$ cat config.mk
export PLATFORM = sky130hd
export DESIGN_NAME = integer_to_ascii_digits_flat
export DESIGN_NICKNAME = d
export VERILOG_FILES = /design/src/hw/rtl/i2a_pkg.sv /design/src/hw/rtl/i2a_in_if.sv /design/src/hw/rtl/i2a_out_if.sv /design/src/hw/rtl/i2a_prep.sv /design/src/hw/rtl/i2a_dabble_stage.sv /design/src/hw/rtl/i2a_assemble.sv /design/src/hw/rtl/i2a_serial.sv /design/src/hw/rtl/integer_to_ascii_digits.sv /design/src/flat_wrapper.sv
export SDC_FILE = /design/constraint.sdc
export NUM_CORES = 1
export LEC_CHECK = 0
export BUFFER_PORTS_ARGS = -buffer_cell sky130_fd_sc_hd__buf_2
export CORE_MARGIN = 2
export CORE_UTILIZATION = 65
export DETAILED_ROUTE_END_ITERATION = 8
export HOLD_SLACK_MARGIN = 0.05
export PLACE_DENSITY = 0.82
export SLEW_MARGIN = 20
export SYNTH_ARGS = -nofsm -noshare
export SYNTH_HDL_FRONTEND = slang
export SYNTH_SLANG_ARGS = --single-unit
$ cat constraint.sdc
create_clock -name clk -period 8.7 [get_ports clk]
set_input_delay 0.87 -clock clk [delete_from_list [all_inputs] [get_ports clk]]
set_output_delay 0.87 -clock clk [all_outputs]
set_load 0.01 [all_outputs]
$ cat src/hw/rtl/i2a_pkg.sv
// ----------------------------------------------------------------------------
// i2a_pkg
// Shared types, constants and helper functions of the integer-to-ASCII
// digit formatter.
// ----------------------------------------------------------------------------
package i2a_pkg;

    // Field widths
    localparam int VALUE_IN_W  = 32;
    localparam int LEN_W       = 5;
    localparam int CNT_W       = 5;
    localparam int CHAR_W      = 7;
    localparam int POS_W       = 4;
    localparam int NIB_W       = 4;
    localparam int MAX_CHARS   = 16;

    // Digit limits per radix
    localparam int DEC_DIGITS  = 10;
    localparam int HEX_DIGITS  = 8;
    localparam int BIN_DIGITS  = 16;
    localparam int BCD_W       = DEC_DIGITS * NIB_W;

    // Value bits folded into the BCD register per pipeline stage
    localparam int DABBLE_BITS = 8;

    // Character codes
    localparam logic [CHAR_W-1:0] ASCII_ZERO  = 7'h30;
    localparam logic [CHAR_W-1:0] ASCII_ONE   = 7'h31;
    localparam logic [CHAR_W-1:0] ASCII_A     = 7'h41;
    localparam logic [CHAR_W-1:0] ASCII_PLUS  = 7'h2B;
    localparam logic [CHAR_W-1:0] ASCII_MINUS = 7'h2D;

    typedef enum logic [1:0] {
        MODE_UDEC = 2'd0,
        MODE_SDEC = 2'd1,
        MODE_HEX  = 2'd2,
        MODE_BIN  = 2'd3
    } mode_t;

    typedef logic [BCD_W-1:0]  bcd_t;
    typedef logic [CHAR_W-1:0] char_t;
    typedef char_t [MAX_CHARS-1:0] char_row_t;

    // Per-item control carried down the pipeline
    typedef struct packed {
        mode_t            mode;
        logic [LEN_W-1:0] len;
        logic             neg;
    } item_ctrl_t;

    // Map one digit value to its upper-case ASCII character
    function automatic char_t digit_char(input logic [NIB_W-1:0] d);
        char_t c;
        if (d < 4'd10)
        begin
            c = ASCII_ZERO + CHAR_W'(d);
        end
        else
        begin
            c = ASCII_A + CHAR_W'(d - 4'd10);
        end
        return c;
    endfunction

    // One shift-and-add-3 step: double the BCD value and add the new bit,
    // dropping any carry out of the top digit
    function automatic bcd_t dabble_step(input bcd_t b, input logic b_in);
        bcd_t t;
        t = b;
        for (int j = 0; j < DEC_DIGITS; j++)
        begin
            if (t[j*NIB_W +: NIB_W] >= 4'd5)
            begin
                t[j*NIB_W +: NIB_W] = t[j*NIB_W +: NIB_W] + 4'd3;
            end
        end
        return {t[BCD_W-2:0], b_in};
    endfunction

endpackage

$ cat src/hw/rtl/i2a_in_if.sv
// ----------------------------------------------------------------------------
// i2a_in_if
// Number channel: one item is a value with its mode and digit count.
// ----------------------------------------------------------------------------
interface i2a_in_if;

    logic                            valid;
    logic                            ready;
    logic [1:0]                      mode;
    logic [i2a_pkg::VALUE_IN_W-1:0]  value;
    logic [i2a_pkg::LEN_W-1:0]       length;

    modport source
    (
        output valid,
        output mode,
        output value,
        output length,
        input  ready
    );

    modport sink
    (
        input  valid,
        input  mode,
        input  value,
        input  length,
        output ready
    );

endinterface

$ cat src/hw/rtl/i2a_out_if.sv
// ----------------------------------------------------------------------------
// i2a_out_if
// Character channel: one item is one ASCII character with its column.
// ----------------------------------------------------------------------------
interface i2a_out_if;

    logic                        valid;
    logic                        ready;
    logic [i2a_pkg::CHAR_W-1:0]  char_code;
    logic [i2a_pkg::POS_W-1:0]   position;
    logic                        last;

    modport source
    (
        output valid,
        output char_code,
        output position,
        output last,
        input  ready
    );

    modport sink
    (
        input  valid,
        input  char_code,
        input  position,
        input  last,
        output ready
    );

endinterface

$ cat src/hw/rtl/i2a_prep.sv
// ----------------------------------------------------------------------------
// i2a_prep
// First pipeline stage: clamp the digit count, take the sign in signed
// decimal mode and form the magnitude.
// ----------------------------------------------------------------------------
module i2a_prep #(
    parameter int VALUE_WIDTH = 32
) (
    input  logic                     clk,
    input  logic                     rst_n,
    i2a_in_if.sink                   src,
    output logic                     out_valid,
    input  logic                     out_ready,
    output i2a_pkg::item_ctrl_t      out_ctrl,
    output logic [VALUE_WIDTH-1:0]   out_mag
);

    logic                           valid_reg;
    logic                           valid_next;
    i2a_pkg::item_ctrl_t            ctrl_reg;
    i2a_pkg::item_ctrl_t            ctrl_next;
    logic [VALUE_WIDTH-1:0]         mag_reg;
    logic [VALUE_WIDTH-1:0]         mag_next;

    logic                           load;
    i2a_pkg::mode_t                 mode_e;
    logic [VALUE_WIDTH-1:0]         v;
    logic [i2a_pkg::LEN_W-1:0]      max_len;

    // Advance when the stage is empty or its item moves on
    assign src.ready = !valid_reg || out_ready;
    assign load      = src.valid && src.ready;

    assign mode_e = i2a_pkg::mode_t'(src.mode);
    assign v      = VALUE_WIDTH'(src.value);

    // Pick the digit limit of the radix
    always_comb
    begin
        case (mode_e)
            i2a_pkg::MODE_HEX: max_len = i2a_pkg::LEN_W'(i2a_pkg::HEX_DIGITS);
            i2a_pkg::MODE_BIN: max_len = i2a_pkg::LEN_W'(i2a_pkg::BIN_DIGITS);
            default:           max_len = i2a_pkg::LEN_W'(i2a_pkg::DEC_DIGITS);
        endcase
    end

    // Clamp the length and negate a negative signed value
    always_comb
    begin
        ctrl_next.mode = mode_e;
        ctrl_next.len  = (src.length > max_len) ? max_len : src.length;
        ctrl_next.neg  = (mode_e == i2a_pkg::MODE_SDEC) && v[VALUE_WIDTH-1];
        mag_next       = ctrl_next.neg ? ({VALUE_WIDTH{1'b0}} - v) : v;
    end

    assign valid_next = src.ready ? src.valid : valid_reg;

    always_ff @(posedge clk or negedge rst_n)
    begin
        if (!rst_n)
        begin
            valid_reg <= 1'b0;
        end
        else
        begin
            valid_reg <= valid_next;
        end
    end

    always_ff @(posedge clk)
    begin
        if (load)
        begin
            ctrl_reg <= ctrl_next;
            mag_reg  <= mag_next;
        end
    end

    assign out_valid = valid_reg;
    assign out_ctrl  = ctrl_reg;
    assign out_mag   = mag_reg;

endmodule

$ cat src/hw/rtl/i2a_dabble_stage.sv
// ----------------------------------------------------------------------------
// i2a_dabble_stage
// One binary-to-BCD pipeline stage: folds one byte of the magnitude, most
// significant first, into a ten-digit BCD register.
// ----------------------------------------------------------------------------
module i2a_dabble_stage #(
    parameter int VALUE_WIDTH = 32,
    parameter int STAGE       = 0
) (
    input  logic                     clk,
    input  logic                     rst_n,
    input  logic                     in_valid,
    output logic                     in_ready,
    input  i2a_pkg::item_ctrl_t      in_ctrl,
    input  logic [VALUE_WIDTH-1:0]   in_mag,
    input  i2a_pkg::bcd_t            in_bcd,
    output logic                     out_valid,
    input  logic                     out_ready,
    output i2a_pkg::item_ctrl_t      out_ctrl,
    output logic [VALUE_WIDTH-1:0]   out_mag,
    output i2a_pkg::bcd_t            out_bcd
);

    localparam int NUM_STAGES = (VALUE_WIDTH + i2a_pkg::DABBLE_BITS - 1) / i2a_pkg::DABBLE_BITS;
    localparam int PAD_W      = NUM_STAGES * i2a_pkg::DABBLE_BITS;
    localparam int TOP_BIT    = PAD_W - 1 - STAGE * i2a_pkg::DABBLE_BITS;

    logic                            valid_reg;
    logic                            valid_next;
    i2a_pkg::item_ctrl_t             ctrl_reg;
    logic [VALUE_WIDTH-1:0]          mag_reg;
    i2a_pkg::bcd_t                   bcd_reg;
    i2a_pkg::bcd_t                   bcd_next;

    logic                            load;
    logic [PAD_W-1:0]                mag_pad;
    logic [i2a_pkg::DABBLE_BITS-1:0] chunk;

    assign in_ready = !valid_reg || out_ready;
    assign load     = in_valid && in_ready;

    // Leading zero padding leaves the BCD value unchanged
    assign mag_pad = PAD_W'(in_mag);
    assign chunk   = mag_pad[TOP_BIT -: i2a_pkg::DABBLE_BITS];

    // Shift this stage's byte in, one bit per step
    always_comb
    begin
        bcd_next = in_bcd;
        for (int k = i2a_pkg::DABBLE_BITS - 1; k >= 0; k--)
        begin
            bcd_next = i2a_pkg::dabble_step(bcd_next, chunk[k]);
        end
    end

    assign valid_next = in_ready ? in_valid : valid_reg;

    always_ff @(posedge clk or negedge rst_n)
    begin
        if (!rst_n)
        begin
            valid_reg <= 1'b0;
        end
        else
        begin
            valid_reg <= valid_next;
        end
    end

    always_ff @(posedge clk)
    begin
        if (load)
        begin
            ctrl_reg <= in_ctrl;
            mag_reg  <= in_mag;
            bcd_reg  <= bcd_next;
        end
    end

    assign out_valid = valid_reg;
    assign out_ctrl  = ctrl_reg;
    assign out_mag   = mag_reg;
    assign out_bcd   = bcd_reg;

endmodule

$ cat src/hw/rtl/i2a_assemble.sv
// ----------------------------------------------------------------------------
// i2a_assemble
// Pipeline stage that lays out the full character row of one number:
// optional sign, then the low 'length' digits of the chosen radix.
// ----------------------------------------------------------------------------
module i2a_assemble #(
    parameter int VALUE_WIDTH = 32
) (
    input  logic                       clk,
    input  logic                       rst_n,
    input  logic                       in_valid,
    output logic                       in_ready,
    input  i2a_pkg::item_ctrl_t        in_ctrl,
    input  logic [VALUE_WIDTH-1:0]     in_mag,
    input  i2a_pkg::bcd_t              in_bcd,
    output logic                       out_valid,
    input  logic                       out_ready,
    output i2a_pkg::char_row_t         out_row,
    output logic [i2a_pkg::CNT_W-1:0]  out_cnt
);

    localparam int HEX_W = i2a_pkg::HEX_DIGITS * i2a_pkg::NIB_W;
    localparam int ROW_W = i2a_pkg::MAX_CHARS * i2a_pkg::NIB_W;

    logic                          valid_reg;
    logic                          valid_next;
    i2a_pkg::char_row_t            row_reg;
    i2a_pkg::char_row_t            row_next;
    logic [i2a_pkg::CNT_W-1:0]     cnt_reg;
    logic [i2a_pkg::CNT_W-1:0]     cnt_next;

    logic                          load;
    logic                          signed_mode;
    logic [HEX_W-1:0]              mag_lo;
    logic [ROW_W-1:0]              dec_nib;
    logic [ROW_W-1:0]              hex_nib;
    logic [ROW_W-1:0]              bin_nib;
    logic [ROW_W-1:0]              sel_nib;
    logic [i2a_pkg::POS_W-1:0]     idx;
    logic [i2a_pkg::POS_W-1:0]     dn;
    logic [i2a_pkg::NIB_W-1:0]     nib;

    assign in_ready = !valid_reg || out_ready;
    assign load     = in_valid && in_ready;

    assign signed_mode = (in_ctrl.mode == i2a_pkg::MODE_SDEC);
    assign mag_lo      = HEX_W'(in_mag);
    assign dec_nib     = ROW_W'(in_bcd);
    assign hex_nib     = ROW_W'(mag_lo);

    // Spread binary digits one per nibble
    always_comb
    begin
        for (int j = 0; j < i2a_pkg::BIN_DIGITS; j++)
        begin
            bin_nib[j*i2a_pkg::NIB_W +: i2a_pkg::NIB_W] = {3'b000, mag_lo[j]};
        end
    end

    // Select the digit source of the radix
    always_comb
    begin
        case (in_ctrl.mode)
            i2a_pkg::MODE_HEX: sel_nib = hex_nib;
            i2a_pkg::MODE_BIN: sel_nib = bin_nib;
            default:           sel_nib = dec_nib;
        endcase
    end

    // Fill each column: sign first in signed mode, then most significant digit
    always_comb
    begin
        idx = '0;
        dn  = '0;
        nib = '0;
        for (int k = 0; k < i2a_pkg::MAX_CHARS; k++)
        begin
            idx = i2a_pkg::POS_W'(k) - {3'b000, signed_mode};
            dn  = in_ctrl.len[i2a_pkg::POS_W-1:0] - 4'd1 - idx;
            nib = sel_nib[dn*i2a_pkg::NIB_W +: i2a_pkg::NIB_W];
            if (signed_mode && (k == 0))
            begin
                row_next[k] = in_ctrl.neg ? i2a_pkg::ASCII_MINUS : i2a_pkg::ASCII_PLUS;
            end
            else
            begin
                row_next[k] = i2a_pkg::digit_char(nib);
            end
        end
    end

    assign cnt_next   = in_ctrl.len + i2a_pkg::CNT_W'(signed_mode);
    assign valid_next = in_ready ? in_valid : valid_reg;

    always_ff @(posedge clk or negedge rst_n)
    begin
        if (!rst_n)
        begin
            valid_reg <= 1'b0;
        end
        else
        begin
            valid_reg <= valid_next;
        end
    end

    always_ff @(posedge clk)
    begin
        if (load)
        begin
            row_reg <= row_next;
            cnt_reg <= cnt_next;
        end
    end

    assign out_valid = valid_reg;
    assign out_row   = row_reg;
    assign out_cnt   = cnt_reg;

endmodule

$ cat src/hw/rtl/i2a_serial.sv
// ----------------------------------------------------------------------------
// i2a_serial
// Serialiser: holds one character row and sends one character per cycle,
// while the output is taken, through a registered output stage.
// ----------------------------------------------------------------------------
module i2a_serial (
    input  logic                       clk,
    input  logic                       rst_n,
    input  logic                       in_valid,
    output logic                       in_ready,
    input  i2a_pkg::char_row_t         in_row,
    input  logic [i2a_pkg::CNT_W-1:0]  in_cnt,
    i2a_out_if.source                  dst
);

    logic                          busy_reg;
    logic                          busy_next;
    logic [i2a_pkg::POS_W-1:0]     idx_reg;
    logic [i2a_pkg::POS_W-1:0]     idx_next;
    i2a_pkg::char_row_t            row_reg;
    logic [i2a_pkg::CNT_W-1:0]     cnt_reg;

    logic                          out_valid_reg;
    logic                          out_valid_next;
    i2a_pkg::char_t                char_reg;
    i2a_pkg::char_t                char_next;
    logic [i2a_pkg::POS_W-1:0]     pos_reg;
    logic [i2a_pkg::POS_W-1:0]     pos_next;
    logic                          last_reg;
    logic                          last_next;

    logic                          out_adv;
    logic                          emit;
    logic                          final_emit;
    logic                          load;

    // Output register frees when empty or taken
    assign out_adv    = !out_valid_reg || dst.ready;
    assign emit       = busy_reg && out_adv;
    assign final_emit = emit &&
                        (i2a_pkg::CNT_W'(idx_reg) == cnt_reg - i2a_pkg::CNT_W'(1));

    // Take the next row as the current one sends its final character
    assign in_ready = !busy_reg || final_emit;
    assign load     = in_valid && in_ready;

    // Sequence control; an empty row is dropped on load
    always_comb
    begin
        busy_next = busy_reg;
        idx_next  = idx_reg;
        if (load)
        begin
            busy_next = (in_cnt != '0);
            idx_next  = '0;
        end
        else if (emit)
        begin
            busy_next = !final_emit;
            idx_next  = idx_reg + 4'd1;
        end
    end

    always_comb
    begin
        out_valid_next = out_adv ? emit : out_valid_reg;
        char_next      = row_reg[idx_reg];
        pos_next       = idx_reg;
        last_next      = final_emit;
    end

    always_ff @(posedge clk or negedge rst_n)
    begin
        if (!rst_n)
        begin
            busy_reg      <= 1'b0;
            idx_reg       <= '0;
            out_valid_reg <= 1'b0;
        end
        else
        begin
            busy_reg      <= busy_next;
            idx_reg       <= idx_next;
            out_valid_reg <= out_valid_next;
        end
    end

    // Hold the row for the whole sequence
    always_ff @(posedge clk)
    begin
        if (load)
        begin
            row_reg <= in_row;
            cnt_reg <= in_cnt;
        end
    end

    always_ff @(posedge clk)
    begin
        if (out_adv)
        begin
            char_reg <= char_next;
            pos_reg  <= pos_next;
            last_reg <= last_next;
        end
    end

    assign dst.valid     = out_valid_reg;
    assign dst.char_code = char_reg;
    assign dst.position  = pos_reg;
    assign dst.last      = last_reg;

endmodule

$ cat src/hw/rtl/integer_to_ascii_digits.sv
// ----------------------------------------------------------------------------
// integer_to_ascii_digits
// Formats a number as fixed-width unsigned/signed decimal, hex or binary
// ASCII text, one character per output item.
// ----------------------------------------------------------------------------
// Path of a number: prep, one BCD stage per value byte, assemble,
// serialiser load and output register, each of them registered.
// Throughput: the pipeline takes one number per cycle unless stalled;
// the serialiser sends up to 16 characters of a number, one a cycle while
// the output is taken, and loads the next row as it sends the final one.
// Reset clears all valid bits and the serialiser; no clearing pass.
// ----------------------------------------------------------------------------
module integer_to_ascii_digits #(
    parameter int VALUE_WIDTH = 32
) (
    input  logic        clk,
    input  logic        rst_n,
    i2a_in_if.sink      number,
    i2a_out_if.source   chars
);

    localparam int NUM_STAGES = (VALUE_WIDTH + i2a_pkg::DABBLE_BITS - 1) / i2a_pkg::DABBLE_BITS;

    logic                          st_valid [NUM_STAGES+1];
    logic                          st_ready [NUM_STAGES+1];
    i2a_pkg::item_ctrl_t           st_ctrl  [NUM_STAGES+1];
    logic [VALUE_WIDTH-1:0]        st_mag   [NUM_STAGES+1];
    i2a_pkg::bcd_t                 st_bcd   [NUM_STAGES+1];

    logic                          row_valid;
    logic                          row_ready;
    i2a_pkg::char_row_t            row;
    logic [i2a_pkg::CNT_W-1:0]     row_cnt;

    // Clamp, sign and magnitude
    i2a_prep #(
        .VALUE_WIDTH (VALUE_WIDTH)
    ) u_prep (
        .clk       (clk),
        .rst_n     (rst_n),
        .src       (number),
        .out_valid (st_valid[0]),
        .out_ready (st_ready[0]),
        .out_ctrl  (st_ctrl[0]),
        .out_mag   (st_mag[0])
    );

    assign st_bcd[0] = '0;

    // Binary to BCD, one byte per stage
    for (genvar s = 0; s < NUM_STAGES; s++)
    begin : g_dabble
        i2a_dabble_stage #(
            .VALUE_WIDTH (VALUE_WIDTH),
            .STAGE       (s)
        ) u_stage (
            .clk       (clk),
            .rst_n     (rst_n),
            .in_valid  (st_valid[s]),
            .in_ready  (st_ready[s]),
            .in_ctrl   (st_ctrl[s]),
            .in_mag    (st_mag[s]),
            .in_bcd    (st_bcd[s]),
            .out_valid (st_valid[s+1]),
            .out_ready (st_ready[s+1]),
            .out_ctrl  (st_ctrl[s+1]),
            .out_mag   (st_mag[s+1]),
            .out_bcd   (st_bcd[s+1])
        );
    end

    // Lay out the characters
    i2a_assemble #(
        .VALUE_WIDTH (VALUE_WIDTH)
    ) u_assemble (
        .clk       (clk),
        .rst_n     (rst_n),
        .in_valid  (st_valid[NUM_STAGES]),
        .in_ready  (st_ready[NUM_STAGES]),
        .in_ctrl   (st_ctrl[NUM_STAGES]),
        .in_mag    (st_mag[NUM_STAGES]),
        .in_bcd    (st_bcd[NUM_STAGES]),
        .out_valid (row_valid),
        .out_ready (row_ready),
        .out_row   (row),
        .out_cnt   (row_cnt)
    );

    // Send one character per cycle while the output is taken
    i2a_serial u_serial (
        .clk      (clk),
        .rst_n    (rst_n),
        .in_valid (row_valid),
        .in_ready (row_ready),
        .in_row   (row),
        .in_cnt   (row_cnt),
        .dst      (chars)
    );

    // A taken character that is not the last is followed at once by the next column
    a_next_column : assert property (
        @(posedge clk) disable iff (!rst_n)
        chars.valid && chars.ready && !chars.last |=>
            chars.valid && (chars.position == 4'($past(chars.position) + 4'd1))
    ) else $error("character sequence broke before its last column");

    // A sign only ever opens a number
    a_sign_first : assert property (
        @(posedge clk) disable iff (!rst_n)
        chars.valid && ((chars.char_code == i2a_pkg::ASCII_PLUS) ||
                        (chars.char_code == i2a_pkg::ASCII_MINUS))
            |-> (chars.position == '0)
    ) else $error("sign character away from the first column");

    // Columns past the decimal width only come from binary text
    a_binary_tail : assert property (
        @(posedge clk) disable iff (!rst_n)
        chars.valid && (chars.position > 4'(i2a_pkg::DEC_DIGITS))
            |-> ((chars.char_code == i2a_pkg::ASCII_ZERO) ||
                 (chars.char_code == i2a_pkg::ASCII_ONE))
    ) else $error("non-binary character beyond the decimal width");

    // The first pipeline stage holds every number it takes
    a_prep_load : assert property (
        @(posedge clk) disable iff (!rst_n)
        number.valid && number.ready |=> st_valid[0]
    ) else $error("accepted number lost at the first stage");

endmodule

$ cat src/flat_wrapper.sv
// flat-port wrapper written by rule: the top's interface ports become plain ports
module integer_to_ascii_digits_flat 
#(
    parameter int VALUE_WIDTH = 32
)
  (clk, rst_n, number_valid, number_mode, number_value, number_length, number_ready, chars_valid, chars_char_code, chars_position, chars_last, chars_ready);
  i2a_in_if number_i ();
  i2a_out_if chars_i ();
  input  logic clk;
  input  logic rst_n;
  input wire logic [$bits(number_i.valid)-1:0] number_valid;
  input wire logic [$bits(number_i.mode)-1:0] number_mode;
  input wire logic [$bits(number_i.value)-1:0] number_value;
  input wire logic [$bits(number_i.length)-1:0] number_length;
  output wire logic [$bits(number_i.ready)-1:0] number_ready;
  output wire logic [$bits(chars_i.valid)-1:0] chars_valid;
  output wire logic [$bits(chars_i.char_code)-1:0] chars_char_code;
  output wire logic [$bits(chars_i.position)-1:0] chars_position;
  output wire logic [$bits(chars_i.last)-1:0] chars_last;
  input wire logic [$bits(chars_i.ready)-1:0] chars_ready;
  assign number_i.valid = number_valid;
  assign number_i.mode = number_mode;
  assign number_i.value = number_value;
  assign number_i.length = number_length;
  assign number_ready = number_i.ready;
  assign chars_valid = chars_i.valid;
  assign chars_char_code = chars_i.char_code;
  assign chars_position = chars_i.position;
  assign chars_last = chars_i.last;
  assign chars_i.ready = chars_ready;
  integer_to_ascii_digits #(.VALUE_WIDTH(VALUE_WIDTH)) u_core (.clk(clk), .rst_n(rst_n), .number(number_i), .chars(chars_i));
endmodule
==> results of run 1 <==
## worst reg2reg max path, delay by kind of cell (launching register included)
kind	cells	cell delay, ns
AO/OA/AOI/OAI	8	1.33
XOR/XNOR	2	0.48
adder cells (fa/ha/maj)	6	1.37
buffers and inverters	6	0.59
flip-flops	1	0.42
multiplexers	3	1.11
AND/OR/NAND/NOR	13	2.37
## area by class of cell
cell class / instances / area, um^2
Clock buffer: 60 / 1440
Timing Repair Buffer: 78 / 445
Fill cell: 4929 / 20700
Multi-Input combinational cell: 3654 / 26400
Clock inverter: 44 / 539
Sequential cell: 556 / 16600
Inverter: 296 / 1110
Tap cell: 882 / 1100
## stage by stage
step	instance area [um^2]	setup WS, ns	util, %	hold WS, ns
after floorplan	44700	0.855	-	0.400
after global placement	45700	1.37	66.8	0.400
after detailed placement	45700	0.916	66.8	0.405
after CTS	47600	0.894	69.7	0.146
after global routing	47600	0.00669	69.7	0.153
final	47600	0.822	69.7	0.143
## routing by layer
layer	part of all wire (%)	vias up	routed length, um
met4	3.6	0	3620
li1	-	17600	-
met5	0	-	0
met2	48	1197	48400
met3	6.2	232	6220
met1	42	17000	42700
## worst max-delay path by stage
| stage | start | to | slack, ns | cells after the start |
|---|---|---|---|---|
| after floorplan | chars_ready | u_core.u_assemble.out_cnt[0] | 0.85 | 6 |
| after global placement | u_core.g_dabble[0].u_stage.out_mag[24] | u_core.g_dabble[1].u_stage.out_bcd[16] | 1.37 | 26 |
| after detailed placement | u_core.g_dabble[2].u_stage.out_bcd[24] | u_core.g_dabble[3].u_stage.out_bcd[38] | 0.92 | 38 |
| after CTS | u_core.g_dabble[2].u_stage.out_bcd[24] | u_core.g_dabble[3].u_stage.out_bcd[38] | 0.89 | 38 |
| after global routing | u_core.g_dabble[2].u_stage.out_bcd[24] | u_core.g_dabble[3].u_stage.out_bcd[38] | 0.007 | 38 |
| final | u_core.g_dabble[2].u_stage.out_bcd[24] | u_core.g_dabble[3].u_stage.out_bcd[38] | 0.82 | 38 |
## cell usage after synthesis, types with 15 or more instances
cell and instances:
o211ai_1 53, a211o_1 27, o21a_1 53, buf_1 32, nor3_1 81, o21ai_1 41, mux2_2 87, or3_1 43
inv_1 280, nor4_1 16, a211oi_1 61, buf_2 21, a2bb2oi_1 15, xor2_1 64, a21o_1 48, nand4_1 15
nand2b_1 95, ha_1 225, o21ai_0 257, nand3_1 103, nand2_1 392, xnor2_1 149, a31oi_1 61, mux2i_1 242
mux4_2 52, and2_1 52, a21oi_1 309, clkbuf_1 85, or2_2 45, nor2_1 369, o221ai_1 21, o31ai_1 26
edfxtp_1 544, a22oi_1 29, o21bai_1 28, o211a_1 30, nor3b_1 33, and3_1 39, a21boi_0 21, o22ai_1 44
nor2b_1 41
## placed cells by master, fill, tap and decap left out, types with 16 or more instances in the layout
cell type	n
nor3b_1	33
a22oi_1	29
clkbuf_16	57
mux4_2	52
mux2i_1	242
a21boi_0	21
buf_4	22
o21a_1	53
nor3_1	81
o221ai_1	21
edfxtp_1	544
a31oi_1	60
o31ai_1	26
nor2_1	369
nand3_1	103
mux2_2	87
xnor2_1	148
nor2b_1	39
o21ai_0	257
nand2b_1	95
o21ai_1	41
a21oi_1	309
nand2_1	392
a21o_1	48
buf_2	56
o22ai_1	44
o21bai_1	28
or2_2	45
xor2_1	64
o211a_1	30
a211oi_1	61
ha_1	225
or3_1	43
and3_1	39
o211ai_1	53
inv_1	280
a211o_1	27
nor4_1	16
and2_1	48
## logic make-up after synthesis
family                   synth area share [%]
AND/OR/NAND/NOR                          15.3
AO/OA/AOI/OAI                            22.0
flip-flops                               37.2
buffers and inverters                    3.94
multiplexers                             10.4
adder cells (fa/ha/maj)                  6.50
XOR/XNOR                                 4.57
==> run summary, run 1 <==
fmax - 127 MHz
critical path type - flip-flop to flip-flop
Final HPWL DP - 72400 um
htree depth - 2
Synth Flop Type - edfxtp_1
layout cells sized above 1 - 10.7%
boundary pin count - 57
port buffer count - 56
Critical Path Slowest Stage Cell - mux2i_1
count of cells resized by post-cts repair - 0
worst r2r path cells - 38
share of the synthesized area in the top cell type - 36.5%
die height - 266 um
DP Cell Count - 5466
Top Usage Layer GRT - met2
max-cap check violation count - 0
slowest stage delay, CP - 0.52 ns
Hold Buf Count CTS - 0
first-pass GRT wire length - 164000 um
CTS tree - built
number of routed nets with antenna violations - 0
Post-Route WL - 101000 um
Setup-failing EPs final - 0
Via Count - 36100
vias per cell - 6.48
Worst Path Buf+Inv - 6
antenna violations before repair - 0
Max FO, Critical Path - 6
DRC - 0
CP endpoint kind - flip-flop
cts bufs inserted - 56
Final period util - 90.6%
required time of the critical path - 9.16 ns
crit-path leading delay family - simple AND/OR/NAND/NOR gates
postcts setup bufs - 0
synth top area cells - edfxtp_1 (37%), ha_1 (6.3%), mux2i_1 (5.4%)
GRT Total Usage - 27.9%
gr ovfl total - 0
CTS max path bufs - 3
iteration count of the initial detailed-routing pass - 8
number of flip-flops in the largest register - 128
Starting Density - 65.4%
Fin Setup TNS - 0 ns
CTS sink cnt - 556
number of synthesized flops with an enable pin - 544
CP arrival - 8.34 ns
die width - 266 um
Nets - 4912
met2 usage - 47.7%
Core Box Area - 0.0683 mm^2
Post-Syn Nets - 4926
Avg Cell Area, Syn - 9.60 um^2
vias in the first global route - 32900
synth warn - 0
Non-Filler Instances - 5570
Max Slew Vio Count - 0
Inserted Diodes - 0
worst r2r src - u_core.g_dabble[2].u_stage.out_bcd[24]
Core Rows - 96
Root Buffer - clkbuf_16
M1 GR Usage - 36.7%
Seq cells post-synth - 556
Clk Latency, worst-skew pair - 0.64 ns
hold crit path type - input port to asynchronous set/reset pin
Startpoint Class - flip-flop
clock-pin slew on the worst setup and hold paths - 0.07 ns
Mapped Cells - 4656
Slew HR - 26.4%
RSZ-0062 raised after global routing - false
cell area after synthesis - 0.0447 mm^2
Post-synth ARST share - 2.16%
area delta synth->final - 6.54%
Worst Tran Pin Value - 1.10 ns
status - completed
average wire per standard cell - 18.1 um
1st-iter DRT viols - 3560
final hold violations - 0
placer congestion estimate - 0.949
largest area contributor in the netlist - edfxtp_1
met3 Resource Use GR - 3.67%
setup slack, reg-to-reg - 0.82 ns
die footprint - 0.0709 mm^2
crit path time final - 7.88 ns
skew final - 0.0280 ns
capture point of the worst reg-to-reg path - u_core.g_dabble[3].u_stage.out_bcd[38]
Synth cell types - 132
post-synthesis sequential area ratio - 37.2%
largest net degree at the start of global routing - 80
Power of run 1 is left out: the tool's default activity adds up to more than one toggle a clock period on the data nets, which glitch-free logic cannot reach.
==> run 2: changes to the inputs <==
- CELL_PAD_IN_SITES_DETAIL_PLACEMENT: default -> 1
- CELL_PAD_IN_SITES_GLOBAL_PLACEMENT: default -> 2
- CORE_UTILIZATION: 65 -> 43
- PLACE_DENSITY: 0.82 -> default
- PLACE_DENSITY_LB_ADDON: default -> 0.1
==> run summary, run 2 (same netlist as run 1, synthesis figures left out) <==
critical path type - flip-flop to flip-flop
Core Rows - 118 (+23%)
die width - 326 um (+23%)
Worst Tran Pin Value - 1.12 ns (+0.0117 ns)
GRT Total Usage - 21.5% (-6.4 points)
CTS sink cnt - 556 (unchanged)
CP arrival - 8.30 ns (-0.04 ns)
gr ovfl total - 0 (unchanged)
first-pass GRT wire length - 189000 um (+15%)
cts bufs inserted - 61 (+8.9%)
Final period util - 90.9% (+0.39 points)
Setup-failing EPs final - 0 (unchanged)
FF+latch area - 0.0166 mm^2 (unchanged)
CTS max path bufs - 3 (unchanged)
fmax - 126 MHz (-0.43%)
layout cells sized above 1 - 11.0% (+0.36 points)
number of flip-flops in the largest register - 128 (unchanged)
placer congestion estimate - 0.835 (-12%)
commonest cells after routing, fill and taps aside - edfxtp_1 (544), nand2_1 (392), nor2_1 (369), a21oi_1 (309), inv_1 (280)
RSZ-0062 raised after global routing - false
Core Box Area - 0.103 mm^2 (+51%)
FILL cells - 11700 (+140%)
most common cell after layout, fill and taps aside - edfxtp_1
CTS tree - built
slowest stage delay, CP - 0.59 ns (+0.07 ns)
Starting Density - 43.3% (-22 points)
Nets - 4924 (+0.24%)
CP endpoint kind - flip-flop
required time of the critical path - 9.09 ns (-0.07 ns)
crit path time final - 7.91 ns (+0.0338 ns)
number of routed nets with antenna violations - 0 (unchanged)
vias in the first global route - 35200 (+6.8%)
vias per cell - 5.81 (-10%)
Fin Setup TNS - 0 ns (unchanged)
CP most frequent cell - ha_1
Slew HR - 25.0% (-1.4 points)
Post-Route WL - 118000 um (+16%)
1st-iter DRT viols - 2055 (-42%)
Max Slew Vio Count - 0 (unchanged)
Critical Path Slowest Stage Cell - edfxtp_1
area occupied by multi-input gates - 0.0264 mm^2 (about the same)
status - completed
final hold violations - 0 (unchanged)
average wire per standard cell - 19.3 um (+6.5%)
Max FO, Critical Path - 15 (+9)
skew final - 0.0606 ns (+0.0326 ns)
Final HPWL DP - 89800 um (+24%)
Clk Latency, worst-skew pair - 0.70 ns (+0.06 ns)
boundary pin count - 57 (unchanged)
clock-pin slew on the worst setup and hold paths - 0.07 ns (about the same)
Startpoint Class - flip-flop
die footprint - 0.107 mm^2 (+50%)
die height - 326 um (+23%)
port buffer count - 56 (unchanged)
Root Buffer - clkbuf_16
largest net degree at the start of global routing - 70 (-13%)
iteration count of the initial detailed-routing pass - 5 (-3)
hold crit path type - input port to asynchronous set/reset pin
area delta synth->final - 8.45%
Via Count - 35400 (-2.0%)
max-cap check violation count - 0 (unchanged)
postcts setup bufs - 0 (unchanged)
antenna violations before repair - 3 (+3)
htree depth - 2 (unchanged)
DRC - 0 (unchanged)
[run 2: cell count changes in the layout (fill, tap and decap cells not counted), sizes merged]
cell,change
buf,+7
clkinvlp,-1
bufinv,-2
clkinv,+10
inv,-6
diode,+2
clkbuf,+11
[run 2: what timing repair did]
action	4_1_cts	5_1_grt
resized for setup	0	1
endpoints found under the setup margin	0	1
hold buffers	0	0
[run 2: final cells by class]
type	count	area share (%)
sequential	556	34.3
clock inverter	45	1.09
multi-input combinational	3654	54.4
antenna	2	0.0103
inverter	296	2.29
timing repair buffer	85	1.03
clock buffer	71	3.35
tap	1380	3.56
[run 2: path summary, 6_finish.rpt]
path / from / endpoint / slack (ns) / cells past startpoint
max: u_core.g_dabble[0].u_stage.out_mag[24] / u_core.g_dabble[1].u_stage.out_bcd[6] / 0.79 / 28
min: rst_n / u_core.g_dabble[2].u_stage.out_valid / 0.14 / 1
max reg2reg: u_core.g_dabble[0].u_stage.out_mag[24] / u_core.g_dabble[1].u_stage.out_bcd[6] / 0.79 / 28
min reg2reg: u_core.g_dabble[1].u_stage.out_mag[17] / u_core.g_dabble[2].u_stage.out_mag[17] / 0.38 / 0
max in group asynchronous: rst_n / u_core.u_serial.idx_reg[0] / 8.19 / 1
min in group clk: u_core.g_dabble[1].u_stage.out_mag[17] / u_core.g_dabble[2].u_stage.out_mag[17] / 0.38 / 0
[run 2: metrics by stage]
stage               setup slack [ns]  instances  instance area (um^2)  hold WS (ns)  utilization [%]
global route                  0.0580       6087                 48500         0.116             46.9
finish                         0.788       6089                 48500         0.136             46.9
global placement                1.11       5971                 46300         0.400             44.8
detailed placement             0.911       5971                 46300         0.405             44.8
CTS                            0.813       6087                 48500        0.0975             46.9
floorplan                      0.855       4656                 44700         0.400                -
[run 2: metal layers]
metal  part of all wire [%]  wire length [um]  vias to the layer above  global-route usage, %
li1                       -                 -                    17600                      -
met1                     46             54000                    17300                   28.4
met2                     49             57900                      336                   37.8
met3                    2.7              3140                      114                   2.26
met4                    2.2              2560                        4                   4.98
met5                  0.023                27                        -                      0
[run 2: critical path, delay by kind of cell, from the launching register on]
kind / cells / cell delay, ns
AOI/OAI and AO/OA: 11 / 3.30
adders and majority gates: 5 / 1.62
and+or+nand+nor: 7 / 1.20
buffers and inverters: 4 / 0.61
DFF: 1 / 0.59
xor gates and xnor gates: 1 / 0.29
Power of run 2 is left out for the same reason.
